File: src/hdl/gpt_pkg.sv
// Shared types and constants for the grace period tracker.
// No dependencies; used by every module of the block.
package gpt_pkg;

    typedef enum logic [1:0] {
        PH_IDLE = 2'd0,
        PH_WAIT = 2'd1,
        PH_DONE = 2'd2
    } t_phase;

    typedef enum logic [1:0] {
        CMD_ADV  = 2'd0,
        CMD_NOTE = 2'd1,
        CMD_ENQ  = 2'd2,
        CMD_REL  = 2'd3
    } t_cmd;

    typedef struct packed {
        logic rd;
        logic wr;
    } t_ram_ctl;

    localparam int          CMD_W          = 2;
    localparam int          CPU_W          = 4;
    localparam int          ACT_W          = 5;
    localparam int          SEQ_W          = 32;
    localparam int          MASK_OUT_W     = 16;
    localparam int          REL_OUT_W      = 16;
    localparam int          APB_AW         = 3;
    localparam int          APB_DW         = 32;
    localparam logic        REG_ACTIVE     = 1'b0;
    localparam logic [4:0]  ACTIVE_RESET   = 5'd16;

endpackage

File: src/hdl/gpt_cnt_ram.sv
// Counter memory: one write and one read port, registered read data.
// Per-entry non-zero flags make unwritten or cleared entries read as zero.
// Depends on gpt_pkg.
module gpt_cnt_ram #(
    parameter int DEPTH = 16,
    parameter int AW    = 4,
    parameter int DW    = 16
) (
    input  logic                i_clk,
    input  logic                i_rst_n,
    input  gpt_pkg::t_ram_ctl   i_ctl,
    input  logic [AW-1:0]       i_raddr,
    input  logic [AW-1:0]       i_waddr,
    input  logic [DW-1:0]       i_wdata,
    output logic [DW-1:0]       o_rdata,
    output logic [DEPTH-1:0]    o_nz
);

    logic [DW-1:0]    r_mem [DEPTH];
    logic [DW-1:0]    r_data;
    logic             r_flag;
    logic [DEPTH-1:0] r_nz;

    always_ff @(posedge i_clk) begin
        if (i_ctl.wr) begin
            r_mem[i_waddr] <= i_wdata;
        end
        if (i_ctl.rd) begin
            r_data <= r_mem[i_raddr];
            r_flag <= r_nz[i_raddr];
        end
    end

    always_ff @(posedge i_clk) begin
        if (!i_rst_n) begin
            r_nz <= '0;
        end else if (i_ctl.wr) begin
            r_nz[i_waddr] <= (i_wdata != '0);
        end
    end

    assign o_rdata = r_flag ? r_data : '0;
    assign o_nz    = r_nz;

endmodule

File: src/hdl/gpt_seq.sv
// Command sequencer: phase machine, period state, counter read-modify-write
// and the completion sweep over the counter memories. Depends on gpt_pkg.
module gpt_seq #(
    parameter int MAX_CPUS    = 16,
    parameter int COUNT_WIDTH = 16,
    parameter int AW          = 4
) (
    input  logic                              i_clk,
    input  logic                              i_rst_n,
    input  logic                              i_valid,
    output logic                              o_ready,
    input  logic [gpt_pkg::CMD_W-1:0]         i_cmd,
    input  logic [gpt_pkg::CPU_W-1:0]         i_cpu,
    input  logic                              i_reader_active,
    input  logic [gpt_pkg::ACT_W-1:0]         i_active,
    input  logic [COUNT_WIDTH-1:0]            i_pend_rd,
    input  logic [COUNT_WIDTH-1:0]            i_done_rd,
    input  logic [MAX_CPUS-1:0]               i_pend_nz,
    output gpt_pkg::t_ram_ctl                 o_pend_ctl,
    output gpt_pkg::t_ram_ctl                 o_done_ctl,
    output logic [AW-1:0]                     o_raddr,
    output logic [AW-1:0]                     o_waddr,
    output logic [COUNT_WIDTH-1:0]            o_pend_wdata,
    output logic [COUNT_WIDTH-1:0]            o_done_wdata,
    output logic                              o_valid,
    input  logic                              i_ready,
    output logic [1:0]                        o_phase,
    output logic [gpt_pkg::SEQ_W-1:0]         o_period_seq,
    output logic [gpt_pkg::MASK_OUT_W-1:0]    o_reported_mask,
    output logic                              o_period_finished,
    output logic [gpt_pkg::REL_OUT_W-1:0]     o_released_count
);

    typedef enum logic [4:0] {
        ST_IDLE  = 5'b00001,
        ST_EXEC  = 5'b00010,
        ST_ADV   = 5'b00100,
        ST_SWEEP = 5'b01000,
        ST_RESP  = 5'b10000
    } t_state;

    localparam logic [COUNT_WIDTH-1:0] COUNT_MAX = '1;

    t_state                          r_state,    n_state;
    gpt_pkg::t_phase                 r_phase,    n_phase;
    logic [gpt_pkg::SEQ_W-1:0]       r_seq,      n_seq;
    logic [MAX_CPUS-1:0]             r_owes,     n_owes;
    logic [MAX_CPUS-1:0]             r_expected, n_expected;
    logic [MAX_CPUS-1:0]             r_completed, n_completed;
    gpt_pkg::t_cmd                   r_cmd,      n_cmd;
    logic [gpt_pkg::CPU_W-1:0]       r_cpu,      n_cpu;
    logic                            r_reader,   n_reader;
    logic                            r_fin,      n_fin;
    logic [COUNT_WIDTH-1:0]          r_rel,      n_rel;
    logic [AW:0]                     r_idx,      n_idx;
    logic [AW-1:0]                   r_widx,     n_widx;
    logic                            r_wv,       n_wv;
    logic                            r_ovalid,   n_ovalid;
    logic [1:0]                      r_ophase;
    logic [gpt_pkg::SEQ_W-1:0]       r_oseq;
    logic [gpt_pkg::MASK_OUT_W-1:0]  r_omask;
    logic                            r_ofin;
    logic [gpt_pkg::REL_OUT_W-1:0]   r_orel;
    logic                            load_out;

    logic [gpt_pkg::ACT_W-1:0]       live_n;
    logic [MAX_CPUS-1:0]             live_mask;
    logic [MAX_CPUS-1:0]             cpu_bit;
    logic                            cpu_live;
    logic                            idx_live;
    logic [COUNT_WIDTH:0]            sum;
    logic [COUNT_WIDTH-1:0]          sum_sat;

    assign live_n   = (32'(i_active) > MAX_CPUS) ? gpt_pkg::ACT_W'(MAX_CPUS) : i_active;
    assign cpu_live = ({1'b0, r_cpu} < live_n);
    assign idx_live = (32'(r_idx) < 32'(live_n));
    assign sum      = {1'b0, i_done_rd} + {1'b0, i_pend_rd};
    assign sum_sat  = sum[COUNT_WIDTH] ? COUNT_MAX : sum[COUNT_WIDTH-1:0];

    always_comb begin
        for (int i = 0; i < MAX_CPUS; i++) begin
            live_mask[i] = (i < 32'(live_n));
            cpu_bit[i]   = (i == 32'(r_cpu));
        end
    end

    always_comb begin
        n_state      = r_state;
        n_phase      = r_phase;
        n_seq        = r_seq;
        n_owes       = r_owes;
        n_expected   = r_expected;
        n_completed  = r_completed;
        n_cmd        = r_cmd;
        n_cpu        = r_cpu;
        n_reader     = r_reader;
        n_fin        = r_fin;
        n_rel        = r_rel;
        n_idx        = r_idx;
        n_widx       = r_widx;
        n_wv         = r_wv;
        n_ovalid     = r_ovalid & ~i_ready;
        load_out     = 1'b0;
        o_pend_ctl   = '0;
        o_done_ctl   = '0;
        o_raddr      = AW'(i_cpu);
        o_waddr      = AW'(r_cpu);
        o_pend_wdata = i_pend_rd + COUNT_WIDTH'(1);
        o_done_wdata = '0;
        case (r_state)
            ST_IDLE: begin
                if (i_valid) begin
                    n_cmd         = gpt_pkg::t_cmd'(i_cmd);
                    n_cpu         = i_cpu;
                    n_reader      = i_reader_active;
                    n_fin         = 1'b0;
                    n_rel         = '0;
                    o_pend_ctl.rd = (i_cmd == gpt_pkg::CMD_ENQ);
                    o_done_ctl.rd = (i_cmd == gpt_pkg::CMD_REL);
                    n_state       = ST_EXEC;
                end
            end
            ST_EXEC: begin
                case (r_cmd)
                    gpt_pkg::CMD_NOTE: begin
                        if (cpu_live && !r_reader && ((r_owes & cpu_bit) != '0)) begin
                            n_owes      = r_owes & ~cpu_bit;
                            n_completed = r_completed | cpu_bit;
                        end
                        n_state = ST_RESP;
                    end
                    gpt_pkg::CMD_ENQ: begin
                        o_pend_ctl.wr = cpu_live && (i_pend_rd != COUNT_MAX);
                        n_state       = ST_ADV;
                    end
                    gpt_pkg::CMD_REL: begin
                        if (cpu_live) begin
                            n_rel         = i_done_rd;
                            o_done_ctl.wr = 1'b1;
                        end
                        n_state = ST_RESP;
                    end
                    gpt_pkg::CMD_ADV: begin
                        n_state = ST_ADV;
                    end
                    default: begin
                        n_state = ST_RESP;
                    end
                endcase
            end
            ST_ADV: begin
                n_state = ST_RESP;
                case (r_phase)
                    gpt_pkg::PH_IDLE: begin
                        if ((i_pend_nz & live_mask) != '0) begin
                            n_seq       = r_seq + 32'd1;
                            n_expected  = live_mask;
                            n_owes      = live_mask;
                            n_completed = '0;
                            n_phase     = gpt_pkg::PH_WAIT;
                        end
                    end
                    gpt_pkg::PH_WAIT: begin
                        if (r_expected != '0 && r_completed == r_expected) begin
                            n_phase = gpt_pkg::PH_DONE;
                            n_fin   = 1'b1;
                            n_idx   = '0;
                            n_wv    = 1'b0;
                            n_state = ST_SWEEP;
                        end
                    end
                    gpt_pkg::PH_DONE: begin
                        n_phase = gpt_pkg::PH_IDLE;
                    end
                    default: begin
                        n_phase = gpt_pkg::PH_IDLE;
                    end
                endcase
            end
            ST_SWEEP: begin
                o_raddr       = r_idx[AW-1:0];
                o_pend_ctl.rd = (32'(r_idx) < MAX_CPUS);
                o_done_ctl.rd = (32'(r_idx) < MAX_CPUS);
                o_waddr       = r_widx;
                o_pend_wdata  = '0;
                o_done_wdata  = sum_sat;
                o_pend_ctl.wr = r_wv;
                o_done_ctl.wr = r_wv;
                n_widx        = r_idx[AW-1:0];
                n_wv          = (32'(r_idx) < MAX_CPUS) && idx_live;
                n_idx         = r_idx + (AW+1)'(1);
                if (32'(r_idx) == MAX_CPUS) begin
                    n_state = ST_RESP;
                end
            end
            ST_RESP: begin
                if (!r_ovalid || i_ready) begin
                    load_out = 1'b1;
                    n_ovalid = 1'b1;
                    n_state  = ST_IDLE;
                end
            end
            default: begin
                n_state = ST_IDLE;
            end
        endcase
    end

    always_ff @(posedge i_clk) begin
        if (!i_rst_n) begin
            r_state     <= ST_IDLE;
            r_phase     <= gpt_pkg::PH_IDLE;
            r_seq       <= '0;
            r_owes      <= '0;
            r_expected  <= '0;
            r_completed <= '0;
            r_wv        <= 1'b0;
            r_ovalid    <= 1'b0;
        end else begin
            r_state     <= n_state;
            r_phase     <= n_phase;
            r_seq       <= n_seq;
            r_owes      <= n_owes;
            r_expected  <= n_expected;
            r_completed <= n_completed;
            r_wv        <= n_wv;
            r_ovalid    <= n_ovalid;
        end
    end

    always_ff @(posedge i_clk) begin
        r_cmd    <= n_cmd;
        r_cpu    <= n_cpu;
        r_reader <= n_reader;
        r_fin    <= n_fin;
        r_rel    <= n_rel;
        r_idx    <= n_idx;
        r_widx   <= n_widx;
        if (load_out) begin
            r_ophase <= r_phase;
            r_oseq   <= r_seq;
            r_omask  <= gpt_pkg::MASK_OUT_W'(r_completed);
            r_ofin   <= r_fin;
            r_orel   <= gpt_pkg::REL_OUT_W'(r_rel);
        end
    end

    assign o_ready           = (r_state == ST_IDLE);
    assign o_valid           = r_ovalid;
    assign o_phase           = r_ophase;
    assign o_period_seq      = r_oseq;
    assign o_reported_mask   = r_omask;
    assign o_period_finished = r_ofin;
    assign o_released_count  = r_orel;

endmodule

File: src/hdl/grace_period_tracker_top.sv
// Flow: note and release go through exec and response; advance and enqueue through
// exec, advance and response; a completed period adds the sweep of both memories.
// Throughput: one word in flight; the next is taken once the result reaches the
// output register, which holds it while the consumer stalls.
// Reset: synchronous, active low; phase idle, all counts zero, active_cpus 16.
// Top level: APB register, sequencer and the pending and done counter memories.
module grace_period_tracker_top #(
    parameter int MAX_CPUS    = 16,
    parameter int COUNT_WIDTH = 16
) (
    input  logic                               i_clk,
    input  logic                               i_rst_n,
    input  logic                               psel,
    input  logic                               penable,
    input  logic                               pwrite,
    input  logic [gpt_pkg::APB_AW-1:0]         paddr,
    input  logic [gpt_pkg::APB_DW-1:0]         pwdata,
    output logic [gpt_pkg::APB_DW-1:0]         prdata,
    output logic                               pready,
    input  logic                               i_valid,
    output logic                               o_ready,
    input  logic [gpt_pkg::CMD_W-1:0]          i_cmd,
    input  logic [gpt_pkg::CPU_W-1:0]          i_cpu,
    input  logic                               i_reader_active,
    output logic                               o_valid,
    input  logic                               i_ready,
    output logic [1:0]                         o_phase,
    output logic [gpt_pkg::SEQ_W-1:0]          o_period_seq,
    output logic [gpt_pkg::MASK_OUT_W-1:0]     o_reported_mask,
    output logic                               o_period_finished,
    output logic [gpt_pkg::REL_OUT_W-1:0]      o_released_count
);

    localparam int AW = (MAX_CPUS > 1) ? $clog2(MAX_CPUS) : 1;

    logic [gpt_pkg::ACT_W-1:0] r_active;
    logic                      reg_hit;
    gpt_pkg::t_ram_ctl         pend_ctl;
    gpt_pkg::t_ram_ctl         done_ctl;
    logic [AW-1:0]             raddr;
    logic [AW-1:0]             waddr;
    logic [COUNT_WIDTH-1:0]    pend_wdata;
    logic [COUNT_WIDTH-1:0]    done_wdata;
    logic [COUNT_WIDTH-1:0]    pend_rd;
    logic [COUNT_WIDTH-1:0]    done_rd;
    logic [MAX_CPUS-1:0]       pend_nz;

    assign reg_hit = (paddr[2] == gpt_pkg::REG_ACTIVE) && (paddr[1:0] == 2'b00);
    assign pready  = 1'b1;
    assign prdata  = reg_hit ? gpt_pkg::APB_DW'(r_active) : '0;

    always_ff @(posedge i_clk) begin
        if (!i_rst_n) begin
            r_active <= gpt_pkg::ACTIVE_RESET;
        end else if (psel && penable && pwrite && pready && paddr[2] == gpt_pkg::REG_ACTIVE) begin
            r_active <= pwdata[gpt_pkg::ACT_W-1:0];
        end
    end

    gpt_seq #(
        .MAX_CPUS    (MAX_CPUS),
        .COUNT_WIDTH (COUNT_WIDTH),
        .AW          (AW)
    ) u_seq (
        .i_clk             (i_clk),
        .i_rst_n           (i_rst_n),
        .i_valid           (i_valid),
        .o_ready           (o_ready),
        .i_cmd             (i_cmd),
        .i_cpu             (i_cpu),
        .i_reader_active   (i_reader_active),
        .i_active          (r_active),
        .i_pend_rd         (pend_rd),
        .i_done_rd         (done_rd),
        .i_pend_nz         (pend_nz),
        .o_pend_ctl        (pend_ctl),
        .o_done_ctl        (done_ctl),
        .o_raddr           (raddr),
        .o_waddr           (waddr),
        .o_pend_wdata      (pend_wdata),
        .o_done_wdata      (done_wdata),
        .o_valid           (o_valid),
        .i_ready           (i_ready),
        .o_phase           (o_phase),
        .o_period_seq      (o_period_seq),
        .o_reported_mask   (o_reported_mask),
        .o_period_finished (o_period_finished),
        .o_released_count  (o_released_count)
    );

    gpt_cnt_ram #(
        .DEPTH (MAX_CPUS),
        .AW    (AW),
        .DW    (COUNT_WIDTH)
    ) u_pend_ram (
        .i_clk   (i_clk),
        .i_rst_n (i_rst_n),
        .i_ctl   (pend_ctl),
        .i_raddr (raddr),
        .i_waddr (waddr),
        .i_wdata (pend_wdata),
        .o_rdata (pend_rd),
        .o_nz    (pend_nz)
    );

    gpt_cnt_ram #(
        .DEPTH (MAX_CPUS),
        .AW    (AW),
        .DW    (COUNT_WIDTH)
    ) u_done_ram (
        .i_clk   (i_clk),
        .i_rst_n (i_rst_n),
        .i_ctl   (done_ctl),
        .i_raddr (raddr),
        .i_waddr (waddr),
        .i_wdata (done_wdata),
        .o_rdata (done_rd),
        .o_nz    ()
    );

    a_fin_done: assert property (@(posedge i_clk) disable iff (!i_rst_n)
        o_valid && o_period_finished |-> o_phase == gpt_pkg::PH_DONE)
        else $error("finished period without done phase");

    a_one_word: assert property (@(posedge i_clk) disable iff (!i_rst_n)
        i_valid && o_ready |=> !o_ready)
        else $error("second word taken while one is in flight");

    a_fin_norel: assert property (@(posedge i_clk) disable iff (!i_rst_n)
        o_valid && o_period_finished |-> o_released_count == '0)
        else $error("release reported together with period completion");

    a_no_dual_wr: assert property (@(posedge i_clk) disable iff (!i_rst_n)
        pend_ctl.wr && done_ctl.wr |-> !o_ready)
        else $error("sweep write while sequencer idle");

endmodule
File: config.mk
export PLATFORM = sky130hd
export DESIGN_NAME = grace_period_tracker_top
export DESIGN_NICKNAME = d
export VERILOG_FILES = /design/src/hdl/gpt_pkg.sv /design/src/hdl/gpt_cnt_ram.sv /design/src/hdl/gpt_seq.sv /design/src/hdl/grace_period_tracker_top.sv
export SDC_FILE = /design/constraint.sdc
export NUM_CORES = 1
export LEC_CHECK = 0
export BUFFER_PORTS_ARGS = -buffer_cell sky130_fd_sc_hd__buf_2
export CAP_MARGIN = 10
export CORE_ASPECT_RATIO = 0.8
export CORE_MARGIN = 1
export CORE_UTILIZATION = 40
export DETAILED_ROUTE_END_ITERATION = 8
export GPL_ROUTABILITY_DRIVEN = 0
export SETUP_SLACK_MARGIN = 0.1
export SLEW_MARGIN = 20
export SYNTH_ARGS = -nofsm -noshare
export SYNTH_HDL_FRONTEND = slang
export SYNTH_SLANG_ARGS = --single-unit
File: constraint.sdc
create_clock -name i_clk -period 8.3 [get_ports i_clk]
set_input_delay 0.83 -clock i_clk [delete_from_list [all_inputs] [get_ports i_clk]]
set_output_delay 0.83 -clock i_clk [all_outputs]
set_load 0.02 [all_outputs]
# == Word level (Yosys, flattened, before mapping) ==
# Memory sizes are Yosys's and may differ from the RTL's. A register that Yosys moved wholly into a read port is not among the register bits.
# Cells that the tools add are included.
# classes
bitwise_logic,8
n_reduce_logical,36
n_eq_ne,42
muxes,68
n_addsub,4
magnitude_cmp,23
# op_table
operator,n
16-bit 2-to-1 mux,16
16-bit one-hot mux with 2 select lines,3
16-bit nonzero test,5
16-bit AND,3
5-bit 2-to-1 mux,9
4-bit by 5-bit < comparator with 1-bit output (first input constant),8
32-bit by 1-bit adder with 32-bit output (second input constant),1
16-bit bitwise mux,2
4-bit == test (first input constant),8
5-bit one-hot mux with 5 select lines,1
1-bit 2-to-1 mux,21
3-bit by 5-bit < comparator with 1-bit output (first input constant),4
2-bit by 1-bit inequality test with 1-bit output (second input constant),10
5-bit one-hot mux with 2 select lines,2
16-bit by 16-bit adder with 17-bit output,1
16-bit by 1-bit adder with 16-bit output (second input constant),1
16-bit == test,1
3-bit by 4-bit == test with 1-bit output (first input constant),4
16-bit inequality test (second input constant),1
16-bit NOT,1
16-bit OR,1
1-bit one-hot mux with 2 select lines,6
3-bit AND reduction,4
5-bit == test (second input constant),2
other kinds (35),66
# word_totals
memories,2
out_inout_bits,102
mem_bits_rw,512
in_bits,49
ff_bits,228
word_cells,208
# mem_list
memory,words,word_bits,rd,rd_ports_with_merged_regs,wr,line,rtl
u_done_ram.r_mem,16,16,1,1,1,gpt_cnt_ram.sv:19,logic [DW-1:0] r_mem [DEPTH];
u_pend_ram.r_mem,16,16,1,1,1,gpt_cnt_ram.sv:19,

# == Longest topological paths before layout ==
# Gate-level depths: netlist of run 1.
# depth
ltp_word,8
ltp_mapped,14
depth_no_buf,12

# == Modules after synthesis ==
# Synthesis of run 1 repeated with hierarchy kept, for this count alone.
# unflattened
hier_cells,2020
hier_area_um2,31790.5
# by_module_without_submodules
mod,area_per_inst_um2,seq_area_each_um2,instances,cells_each
gpt_cnt_ram at u_done_ram,11095.6,8518.2,1,526
gpt_cnt_ram at u_pend_ram,11093.1,8518.2,1,526
gpt_seq,9130.0,4784.6,1,909
grace_period_tracker_top,471.7,100.1,1,59

# == Least setup slack after synthesis of run 1 ==
# No wires, ideal clock.
# synth_timing
path_type,input-to-reg
from,input i_ready
to,"register u_seq.r_ofin, in the netlist u_seq.o_period_finished, enable pin"
required_ns,7.800
setup_slack_ns,3.841
arrival_ns,3.960
path_buffers,0
cell_stages,2
setup_time_ns,0.500
cell_sequence,nand2b_1 > nor2b_1
# synth_via
elab_chain_cells,3
# synth_rtl
item,line,rtl
from (decl),grace_period_tracker_top.sv:26,"input logic i_ready,"
1-bit logical OR,gpt_seq.sv:197,if (!r_ovalid || i_ready) begin
1-bit 2-to-1 mux,gpt_seq.sv:197,
1-bit 2-to-1 mux,gpt_seq.sv:110,case (r_state)
named net u_seq.load_out,gpt_seq.sv:64,logic load_out;
to (signal assigned),gpt_seq.sv:243,r_ofin <= r_fin;
to (decl),gpt_seq.sv:62,logic r_ofin;
# The timed path passes the listed nets, and every way through them passes these cells.
# A chain may end at the register's enable or synchronous reset.

# == Worst setup path after layout of run 1 ==
# layout_timing
from,register u_done_ram.r_flag
to,"register u_done_ram.r_nz[15], in the netlist u_done_ram.o_nz[15]"
# layout_via
elab_chain_cells,6
# layout_rtl
item,line,rtl
from (decl),gpt_cnt_ram.sv:21,logic r_flag;
from (signal assigned),gpt_cnt_ram.sv:30,r_flag <= r_nz[i_raddr];
16-bit 2-to-1 mux,gpt_cnt_ram.sv:42,assign o_rdata = r_flag ? r_data : '0;
16-bit by 16-bit adder with 17-bit output,gpt_seq.sv:77,"assign sum = {1'b0, i_done_rd} + {1'b0, i_pend_rd};"
16-bit 2-to-1 mux,gpt_seq.sv:78,assign sum_sat = sum[COUNT_WIDTH] ? COUNT_MAX : sum[COUNT_WIDTH-1:0];
16-bit 2-to-1 mux,gpt_seq.sv:110,
16-bit nonzero test,gpt_cnt_ram.sv:38,r_nz[i_waddr] <= (i_wdata != '0);
16-bit bitwise mux,gpt_cnt_ram.sv:38,
"to (signal, indexed assignment)",gpt_cnt_ram.sv:38,
to (decl),gpt_cnt_ram.sv:22,logic [DEPTH-1:0] r_nz;
# Every way passes these cells.

==> reports/results.tsv, run 1 <==
stage	metric	value	unit
status	status	finished, final reports clean	
timing	tns	0	ns
yosys	synth_edf_count	646	
global_routing	grt_pass1_wl	120000	microns
timing	setup_violations	0	
yosys	ys.flop_type	edfxtp_1	
final_layout	postLayoutCellArea	37200	sq um
route	drtIter0Drc	1920	
global_routing	antenna_found_initial	1	
timing	finClkSkew	0.0274	ns
global_routing	grt_usage	18.8	%
timing	slew_headroom	26.9	%
clock_network	h-tree-depth	3	
setup_path	cp.required	8.76	ns
placed_design	placed_area	34400	sq um
timing	max_freq	204	MHz
clock_network	worstSkewPairLatency	0.62	ns
die	dieWidth	322	microns
clock_network	clockBufferDepth	3	
yosys	yosys-top-cells-area	edfxtp_1, dfxtp_1, a211oi_1	
global_routing	grt_max_degree	160	
yosys	syn_avg_cell_area	12.3	sq um
die	die-height	258	microns
route	dr.pass1.iters	5	
timing	finalCritPeriodShare	59.0	%
yosys	synth.distinct_cells	78	
final_layout	ff_latch_area	21900	sq um
die	die_area	83000	sq um
setup_path	crit_fanout	20	
route	wl_per_cell	20.4	microns
clock_network	postCtsSetupBuffers	0	
power_and_ir_drop	p_switching	0.00180	W
final_layout	areaGrowthSynthToFinish	13.6	%
power_and_ir_drop	p_clk_share	43.6	%
die	ios	151	
yosys	synth_top_area_share	59.3	%
timing	hold_violations	0	
placed_design	io_buffers	95	
route	via_count	21500	
route	drt_wl_total	78900	microns
clock_network	cts_tree	yes	
clock_network	clock-sinks	772	
die	core_region_area	80800	sq um
die	rows	93	
clock_network	cts.repair.resized	0	
power_and_ir_drop	sequentialPowerShare	50.9	%
yosys	yosys_register_bits	772	
power_and_ir_drop	peakVddDrop	0.148	mV
timing	period_needed	4.90	ns
die	initial_core_util	40.5	%
power_and_ir_drop	p_per_area	225	nW/um^2
clock_network	cts_hold_buf	0	
yosys	syn_area	32700	sq um
route	drc	0	
final_layout	antennaDiodeCount	0	
final_layout	num-nets-final	2779	
clock_network	root_buffer	clkbuf_16	
setup_path	endpoint_kind	register	
power_and_ir_drop	p_sw_share	21.6	%
setup_path	crit_arrival	5.36	ns
yosys	synth_top_cell_by_area	edfxtp_1	
clock_network	path_clk_slew	0.06	ns
power_and_ir_drop	power	0.00835	W
final_layout	nFillCells	7130	
final_layout	layout-drive-gt1-share	12.6	%
global_routing	overflow	0	
timing	rsz0062_at_grt	no	
setup_path	startpoint_type	register	
clock_network	numCtsBuffers	81	
setup_path	path_class	reg -> reg	
power_and_ir_drop	power_frac_comb	5.4	%
yosys	synthArstFlopShare	0	%
power_and_ir_drop	p_leak	11.9	nW
yosys	seq_area_frac_synth	67.0	%
power_and_ir_drop	internal_power	0.00655	W
worst_hold_path	holdCritPathClass	in -> reg	
global_routing	grt_pass1_vias	20500	
route	viasPerCell	5.56	
final_layout	multi_input_area	10200	sq um
yosys	yosysWarnings	0	
route	ant_nets	0	
timing	slew_viol_final	0	
placed_design	place_hpwl	46400	microns
yosys	synth_cells	2655	
run	max_cap_violations	0	
timing	tightest_slew	1.09	ns
[metal layers]
metal | global-route usage (%) | share of wire, % | up-vias
met2 | 29.7 | 46 | 641
li1 | - | - | 10000
met5 | 0 | 0 | -
met4 | 4.88 | 1.8 | 0
met1 | 27.0 | 46 | 10700
met3 | 2.80 | 6.2 | 114
[worst max-delay path, stage by stage (launching register included)]
cell and delay (ns):
edfxtp_1 0.98, nand2_1 0.43, xnor2_1 0.25, ha_1 0.22
a41o_1 0.24, and3_4 0.20, o31ai_1 0.42, nand3_1 0.20
a2111oi_0 0.68, o211ai_1 0.32, nor3b_4 0.62, o22ai_1 0.17
[cell families (layout without fill, tap and decap cells)]
logic type / count (synthesis) / after routing / share of synthesized area [%]
fa+ha+maj: 26 / 26 / 0.994
xor+xnor: 66 / 66 / 1.77
other cells: 2 / 28 / 0.0229
simple gates: 866 / 866 / 12.9
buf+inv: 233 / 321 / 3.09
compound gates: 675 / 675 / 13.8
mux: 15 / 15 / 0.501
flops: 772 / 772 / 67.0
[final cells by class]
class | count | area share (%)
timing repair buffer | 147 | 2.43
clock inverter | 46 | 1.36
sequential | 772 | 59.0
multi-input combinational | 1676 | 27.4
clock buffer | 102 | 5.92
tap | 1092 | 3.68
inverter | 26 | 0.263
[cells in the final DEF, fill, tap and decap left out, types with 10 or more instances in the layout]
master and n:
a311oi_1 69, clkbuf_1 16, nor2_1 114, clkinv_1 14
clkinv_2 12, nand4_1 16, o21ai_0 56, a211oi_1 174
o211ai_1 18, xor2_1 13, nor3_2 17, buf_4 49
nor2_2 23, nand2_1 349, edfxtp_1 646, mux2i_1 10
nand3_1 31, and2_1 202, buf_2 95, xnor2_1 53
clkbuf_16 85, a21oi_1 172, nor4_1 10, inv_1 24
o21a_1 17, dfxtp_1 126, a31oi_1 90, nor3_1 25
conb_1 28, bufinv_16 10, o41ai_1 13, ha_1 26
[through the flow]
step	utilization [%]	cells	worst slack [ns]	hold slack [ns]
after floorplan	-	2681	3.84	0.400
after global placement	42.6	3713	3.78	0.402
after detailed placement	42.6	3713	3.55	0.405
after CTS	46.0	3861	3.55	0.347
after global routing	46.0	3861	3.28	0.378
final	46.0	3861	3.40	0.397
[cells in the mapped netlist, types with 17 or more instances]
library cell and count:
nor2_1 138, a311oi_1 69, a31oi_1 90, edfxtp_1 646, o211ai_1 18, a211oi_1 175, nand2_1 350, ha_1 26
and2_1 202, o21ai_0 57, xnor2_1 53, nand3_1 31, buf_4 29, clkbuf_1 156, inv_1 25, a21oi_1 181
dfxtp_1 126, o21a_1 17, nor3_1 42
[sequential cells by signal, indices dropped and copies added (netlist names), 5 cells and up]
name and flops:
u_seq.r_owes 16, u_seq.r_seq 32, u_pend_ram.r_data 16, u_seq.r_rel 16, u_done_ram.r_mem 256, u_seq.o_period_seq 32
u_pend_ram.o_nz 16, u_done_ram.r_data 16, u_done_ram.o_nz 16, u_pend_ram.r_mem 256, u_seq.r_state 5, u_seq.r_completed 16
u_seq.r_expected 16, u_seq.r_idx 5, u_seq.o_released_count 16, u_seq.o_reported_mask 16, r_active 5
[worst paths after layout]
| path | start | to | slack [ns] | cells past startpoint |
|---|---|---|---|---|
| worst max-delay path | u_done_ram.r_flag | u_done_ram.o_nz[15] | 3.40 | 11 |
| worst min-delay path | i_reader_active | u_seq.r_reader | 0.40 | 1 |
| worst max register to register | u_done_ram.r_flag | u_done_ram.o_nz[15] | 3.40 | 11 |
| worst min register to register | u_seq.r_rel[15] | u_seq.o_released_count[15] | 0.42 | 0 |
[power groups by stage]
stage / combinational (W) / clock [W] / sequential (W)
4_1_cts: 0.000452 / 0.00372 / 0.00425
5_1_grt: 0.000497 / 0.00385 / 0.00426
2_1_floorplan: 0.000329 / 0 / 0.00432
6_report: 0.000455 / 0.00364 / 0.00425
3_3_place_gp: 0.000439 / 0 / 0.00433
3_5_place_dp: 0.000450 / 0 / 0.00433
Note: power is estimated with default switching activity, not from simulation.
==> run 2: changes to the inputs <==
Clock period 8.3 ns to 3.95 ns, I/O delays scaled along.
==> run 2 against run 1 <==
Net effect:
- power grew 110%
- highest routed layer unchanged
- largest power group unchanged
- clock power grew 110%
- core utilization rose by 0.78 points
- worst hold slack got worse by 0.36 ns
- sequential power increased by 110%
- via count rose by 2.3%
- critical path depth rose by 1
- wire length up 4.0%
- final cell count rose by 1.7%
- sequential cell count unchanged
- clock-buffer cell count shrank 7
- clock skew up 0.0017 ns
==> reports/results.tsv, run 2 (synthesis results as in run 1) <==
stage	metric	value	unit
die	ios	151	
setup_path	crit_chain	buf_4, and2_1, ha_1, a21oi_1, o211ai_1, a221oi_1, nand3_1, o22a_1, or4_4, nor3b_4, buf_12, o41ai_1	
die	die_area	83000	sq um
timing	hold_violations	0	
final_layout	multi_input_area	10200	sq um
die	core_region_area	80800	sq um
clock_network	root_buffer	clkbuf_16	
final_layout	postLayoutCellArea	37800	sq um
setup_path	crit_fanout	14	
setup_path	critical-path-max-stage-delay	0.58	ns
setup_path	slowest_stage	or4_4	
timing	rsz0062_at_grt	yes	
final_layout	top_regs	u_done_ram.r_mem x256, u_pend_ram.r_mem x256	
setup_path	cp_num_buf_inv	2	
route	viasPerCell	5.59	
clock_network	cts_tree	yes	
die	dieWidth	322	microns
final_layout	nFillCells	7139	
clock_network	path_clk_slew	0.06	ns
die	die-height	258	microns
placed_design	io_buffers	95	
final_layout	ff_latch_area	21900	sq um
die	rows	93	
placed_design	place_hpwl	51300	microns
power_and_ir_drop	p_leak	12.3	nW
timing	finalCritPeriodShare	93.8	%
clock_network	h-tree-depth	3	
setup_path	crit_family	simple AND/OR/NAND/NOR gates	
final_layout	layout-drive-gt1-share	14.5	%
timing	max_freq	270	MHz
route	wl_per_cell	20.9	microns
setup_path	crit_arrival	4.19	ns
timing	finClkSkew	0.0291	ns
route	dr.pass1.iters	5	
setup_path	endpoint_kind	register	
timing	slew_headroom	29.2	%
global_routing	grt_usage	19.4	%
final_layout	mostFrequentLayoutCells	edfxtp_1, nand2_1, and2_1	
power_and_ir_drop	peakVddDrop	0.294	mV
power_and_ir_drop	p_per_area	465	nW/um^2
setup_path	cp.required	4.43	ns
timing	tightest_slew	1.06	ns
timing	tns	0	ns
die	initial_core_util	40.5	%
worst_hold_path	holdCritPathClass	in -> reg	
route	ant_nets	0	
clock_network	worstSkewPairLatency	0.62	ns
clock_network	numCtsBuffers	80	
clock_network	clockBufferDepth	3	
setup_path	startpoint_type	register	
placed_design	placed_area	35000	sq um
final_layout	num-nets-final	2846	
route	drt_wl_total	82100	microns
global_routing	grt_max_degree	117	
run	max_cap_violations	0	
final_layout	antennaDiodeCount	0	
route	drtIter0Drc	1955	
timing	period_needed	3.70	ns
final_layout	areaGrowthSynthToFinish	15.5	%
setup_path	path_class	reg -> reg	
timing	setup_violations	0	
status	status	finished, final reports clean	
route	via_count	22000	
global_routing	antenna_found_initial	0	
global_routing	grt_pass1_wl	124000	microns
global_routing	grt_pass1_vias	20700	
placed_design	place_inst	3770	
final_layout	layout_commonest_cell	edfxtp_1	
global_routing	overflow	0	
clock_network	clock-sinks	772	
final_layout	final_cells	3925	
route	drc	0	
timing	slew_viol_final	0	
run 2: what timing repair did:
action	CTS	global route
setup buffers	0	3
setup endpoints to repair	0	362
hold buffers	8	0
endpoints found under the hold margin	8	0
gates resized for setup	0	4
run 2: final timing paths:
check | slack, ns | cells after the start | endpoint | startpoint
worst min register to register | 0.41 | 0 | u_seq.o_released_count[11] | u_seq.r_rel[11]
worst max-delay path | 0.25 | 12 | u_done_ram.o_nz[13] | u_pend_ram.r_flag
worst max register to register | 0.25 | 12 | u_done_ram.o_nz[13] | u_pend_ram.r_flag
worst min-delay path | 0.04 | 3 | r_active[4] | pwdata[4]
run 2: report_power, final:
| part | switching, W | internal (W) | total, W |
|---|---|---|---|
| logic | 0.000742 | 0.000331 | 0.00107 |
| registers | 0.0000485 | 0.00888 | 0.00892 |
| clock network | 0.00308 | 0.00450 | 0.00758 |
run 2: layer usage:
metal | vias to the layer above | global-route usage [%] | part of all wire [%]
li1 | 10200 | - | -
met1 | 10900 | 28.5 | 46
met2 | 806 | 29.8 | 45
met3 | 107 | 3.43 | 7.2
met4 | 0 | 4.81 | 1.8
met5 | - | 0 | 0
run 2: layout make-up:
class	instances	share of cell area (%)
Clock buffer	95	5.61
Multi-Input combinational cell	1676	26.9
Sequential cell	772	58.0
Clock inverter	49	1.41
Timing Repair Buffer	215	4.19
Inverter	26	0.258
Tap cell	1092	3.61
run 2: worst register-to-register path, cell delays in order, from the launching register on:
cell	delay [ns]
edfxtp_1	0.40
buf_4	0.20
and2_1	0.20
ha_1	0.36
a21oi_1	0.29
o211ai_1	0.16
a221oi_1	0.41
nand3_1	0.19
o22a_1	0.26
or4_4	0.58
nor3b_4	0.25
buf_12	0.17
o41ai_1	0.09
run 2: through the flow:
| step | hold slack, ns | power [W] | setup slack (ns) | util (%) |
|---|---|---|---|---|
| 5_1_grt | 0.0268 | 0.0181 | 0.0895 | 46.8 |
| 2_1_floorplan | 0.400 | 0.00977 | 0.305 | - |
| 4_1_cts | 0.00378 | 0.0177 | 0.102 | 46.7 |
| 3_3_place_gp | 0.401 | 0.0101 | 0.238 | 43.3 |
| 6_report | 0.0390 | 0.0176 | 0.246 | 46.8 |
| 3_5_place_dp | 0.405 | 0.0101 | 0.106 | 43.3 |
==> run 3: changes to the inputs <==
Settings changed: CORE_ASPECT_RATIO 0.8 to 1.75, RECOVER_POWER from default to 25.
==> run 3 against run 2 <==
Net effect:
- the flow now finishes with violations (capacitance limit, slew limit)
- critical endpoint is now u_done_ram.o_nz[14]
- worst setup slack got worse by 0.035 ns
- non-clock buffer count increased by 11
- design area decreased by 1.7%
- maximum frequency decreased by 0.94%
- clock skew decreased by 0.011 ns
==> reports/results.tsv, run 3 (synthesis results as in run 1) <==
stage	metric	value	unit
timing	max_freq	267	MHz
timing	slew_headroom	-27.4	%
worst_hold_path	hold_depth	3	
route	drtIter0Drc	1637	
timing	finClkSkew	0.0184	ns
route	drt_wl_total	86500	microns
route	dr_wl_met2	45700	microns
final_layout	ff_latch_area	21900	sq um
timing	hold_violations	0	
timing	tns	0	ns
die	dieWidth	218	microns
setup_path	cp.required	4.44	ns
clock_network	root_buffer	clkbuf_16	
status	status	finished, violations left	
route	wl_met1	31300	microns
global_routing	overflow	0	
die	die_area	83000	sq um
die	initial_core_util	40.4	%
global_routing	grt_pass1_wl	130000	microns
clock_network	h-tree-depth	3	
power_and_ir_drop	peakVddDrop	0.365	mV
final_layout	layout-drive-gt1-share	9.99	%
clock_network	numCtsBuffers	68	
clock_network	clock-sinks	772	
final_layout	nFillCells	7236	
setup_path	reg2reg_depth	12	
timing	setup_violations	0	
route	viasPerCell	5.73	
final_layout	layout_commonest_cell	edfxtp_1	
final_layout	mostFrequentLayoutCells	edfxtp_1, nand2_1, and2_1	
power_and_ir_drop	p_switching	0.00374	W
route	top_layer	met4	
timing	tightest_slew	1.91	ns
die	ios	151	
run	max_cap_violations	2	
route	drc	0	
final_layout	top_regs	u_done_ram.r_mem x256, u_pend_ram.r_mem x256	
clock_network	cts_tree	yes	
power_and_ir_drop	power_frac_comb	6.3	%
timing	slew_viol_final	107	
worst_hold_path	holdCritPathClass	in -> reg	
power_and_ir_drop	internal_power	0.0129	W
final_layout	final_cells	3873	
timing	rsz0062_at_grt	yes	
clock_network	clockBufferDepth	3	
placed_design	io_buffers	95	
status	violations	capacitance limit, slew limit	
final_layout	num-nets-final	2845	
final_layout	areaGrowthSynthToFinish	13.5	%
global_routing	antenna_found_initial	0	
route	dr.pass1.iters	6	
timing	finalCritPeriodShare	94.7	%
setup_path	crit_fanout	14	
placed_design	place_hpwl	54800	microns
setup_path	critical-path-max-stage-delay	0.58	ns
global_routing	grt_pass1_vias	22000	
power_and_ir_drop	p_leak	11.9	nW
die	rows	138	
power_and_ir_drop	p_sw_share	22.5	%
power_and_ir_drop	p_clk_share	39.9	%
final_layout	multi_input_area	10100	sq um
power_and_ir_drop	sequentialPowerShare	53.8	%
final_layout	antennaDiodeCount	0	
route	wl_met3	4410	microns
timing	period_needed	3.74	ns
clock_network	worstSkewPairLatency	0.63	ns
route	wl_per_cell	22.3	microns
setup_path	endpoint_kind	register	
die	die-height	380	microns
route	via_count	22200	
clock_network	path_clk_slew	0.07	ns
die	core_region_area	81000	sq um
placed_design	place_inst	3740	
setup_path	crit_chain	buf_4, and2_1, ha_1, a21oi_1, o211ai_1, a221oi_2, nand3_1, o22a_1, or4_4, nor3b_4, buf_12, o41ai_1	
setup_path	path_class	reg -> reg	
setup_path	slowest_stage	or4_4	
setup_path	startpoint_type	register	
route	ant_nets	0	
power_and_ir_drop	p_per_area	446	nW/um^2
global_routing	grt_max_degree	137	
setup_path	crit_arrival	4.22	ns
global_routing	grt_usage	20.7	%
run 3: changes by cell type in the layout (fill, tap and decap cells not counted), sizes merged:
cell | before | now
dlygate4sd3 | 8 | 10
clkinvlp | 9 | 0
clkbuf | 95 | 178
inv | 31 | 29
clkinv | 25 | 27
buf | 207 | 125
bufinv | 10 | 6
run 3: cell type report:
class                   count  area share (%)
well taps                1050            3.54
repair buffers            226            4.10
inverters                  26           0.263
clock buffers              87            4.85
flip-flops and latches    772            59.0
multi-input cells        1676            27.2
clock inverters            36            1.01
run 3: path summary, 6_finish.rpt:
check                         start                         to  slack [ns]
setup / recovery  u_done_ram.r_flag        u_done_ram.o_nz[14]        0.21
hold / removal            pwdata[0]                r_active[0]        0.06
setup reg to reg  u_done_ram.r_flag        u_done_ram.o_nz[14]        0.21
hold reg to reg      u_seq.r_rel[5]  u_seq.o_released_count[5]        0.41
run 3: through the flow:
step / total power [W] / instance area, sq um / setup slack [ns] / util, % / hold WS, ns
after global routing: 0.0171 / 37200 / 0.0254 / 45.9 / 0.0656
after floorplan: 0.00977 / 32800 / 0.305 / - / 0.400
after detailed placement: 0.0101 / 35000 / 0.128 / 43.2 / 0.405
final: 0.0166 / 37200 / 0.211 / 45.9 / 0.0575
after CTS: 0.0167 / 37300 / 0.168 / 46.0 / 0.0181
after global placement: 0.0101 / 35000 / 0.149 / 43.2 / 0.405
run 3: critical path, delay by kind of cell (launching register included):
kind	cells	cell delay, ns
AO/OA/AOI/OAI	5	1.15
buffers and inverters	2	0.39
flip-flops	1	0.49
adder cells (fa/ha/maj)	1	0.37
AND/OR/NAND/NOR	4	1.19
run 3: what timing repair did:
item | CTS | global route
endpoints found under the setup margin | 1 | 66
endpoints found under the hold margin | 10 | 0
gates resized for setup | 1 | 6
setup buffers | 0 | 0
hold buffers | 10 | 0
run 3: routing by layer:
metal	vias up	GRT usage, %
met5	-	0
met4	0	12.5
met1	11000	22.1
met2	795	37.8
li1	10100	-
met3	244	3.01
run 3: power groups by stage:
stage | sequential (W) | clock [W] | combinational, W
after detailed placement | 0.00911 | 0 | 0.00103
after global routing | 0.00893 | 0.00702 | 0.00113
after floorplan | 0.00908 | 0 | 0.000692
final | 0.00893 | 0.00661 | 0.00105
after CTS | 0.00893 | 0.00675 | 0.00105
after global placement | 0.00910 | 0 | 0.00101
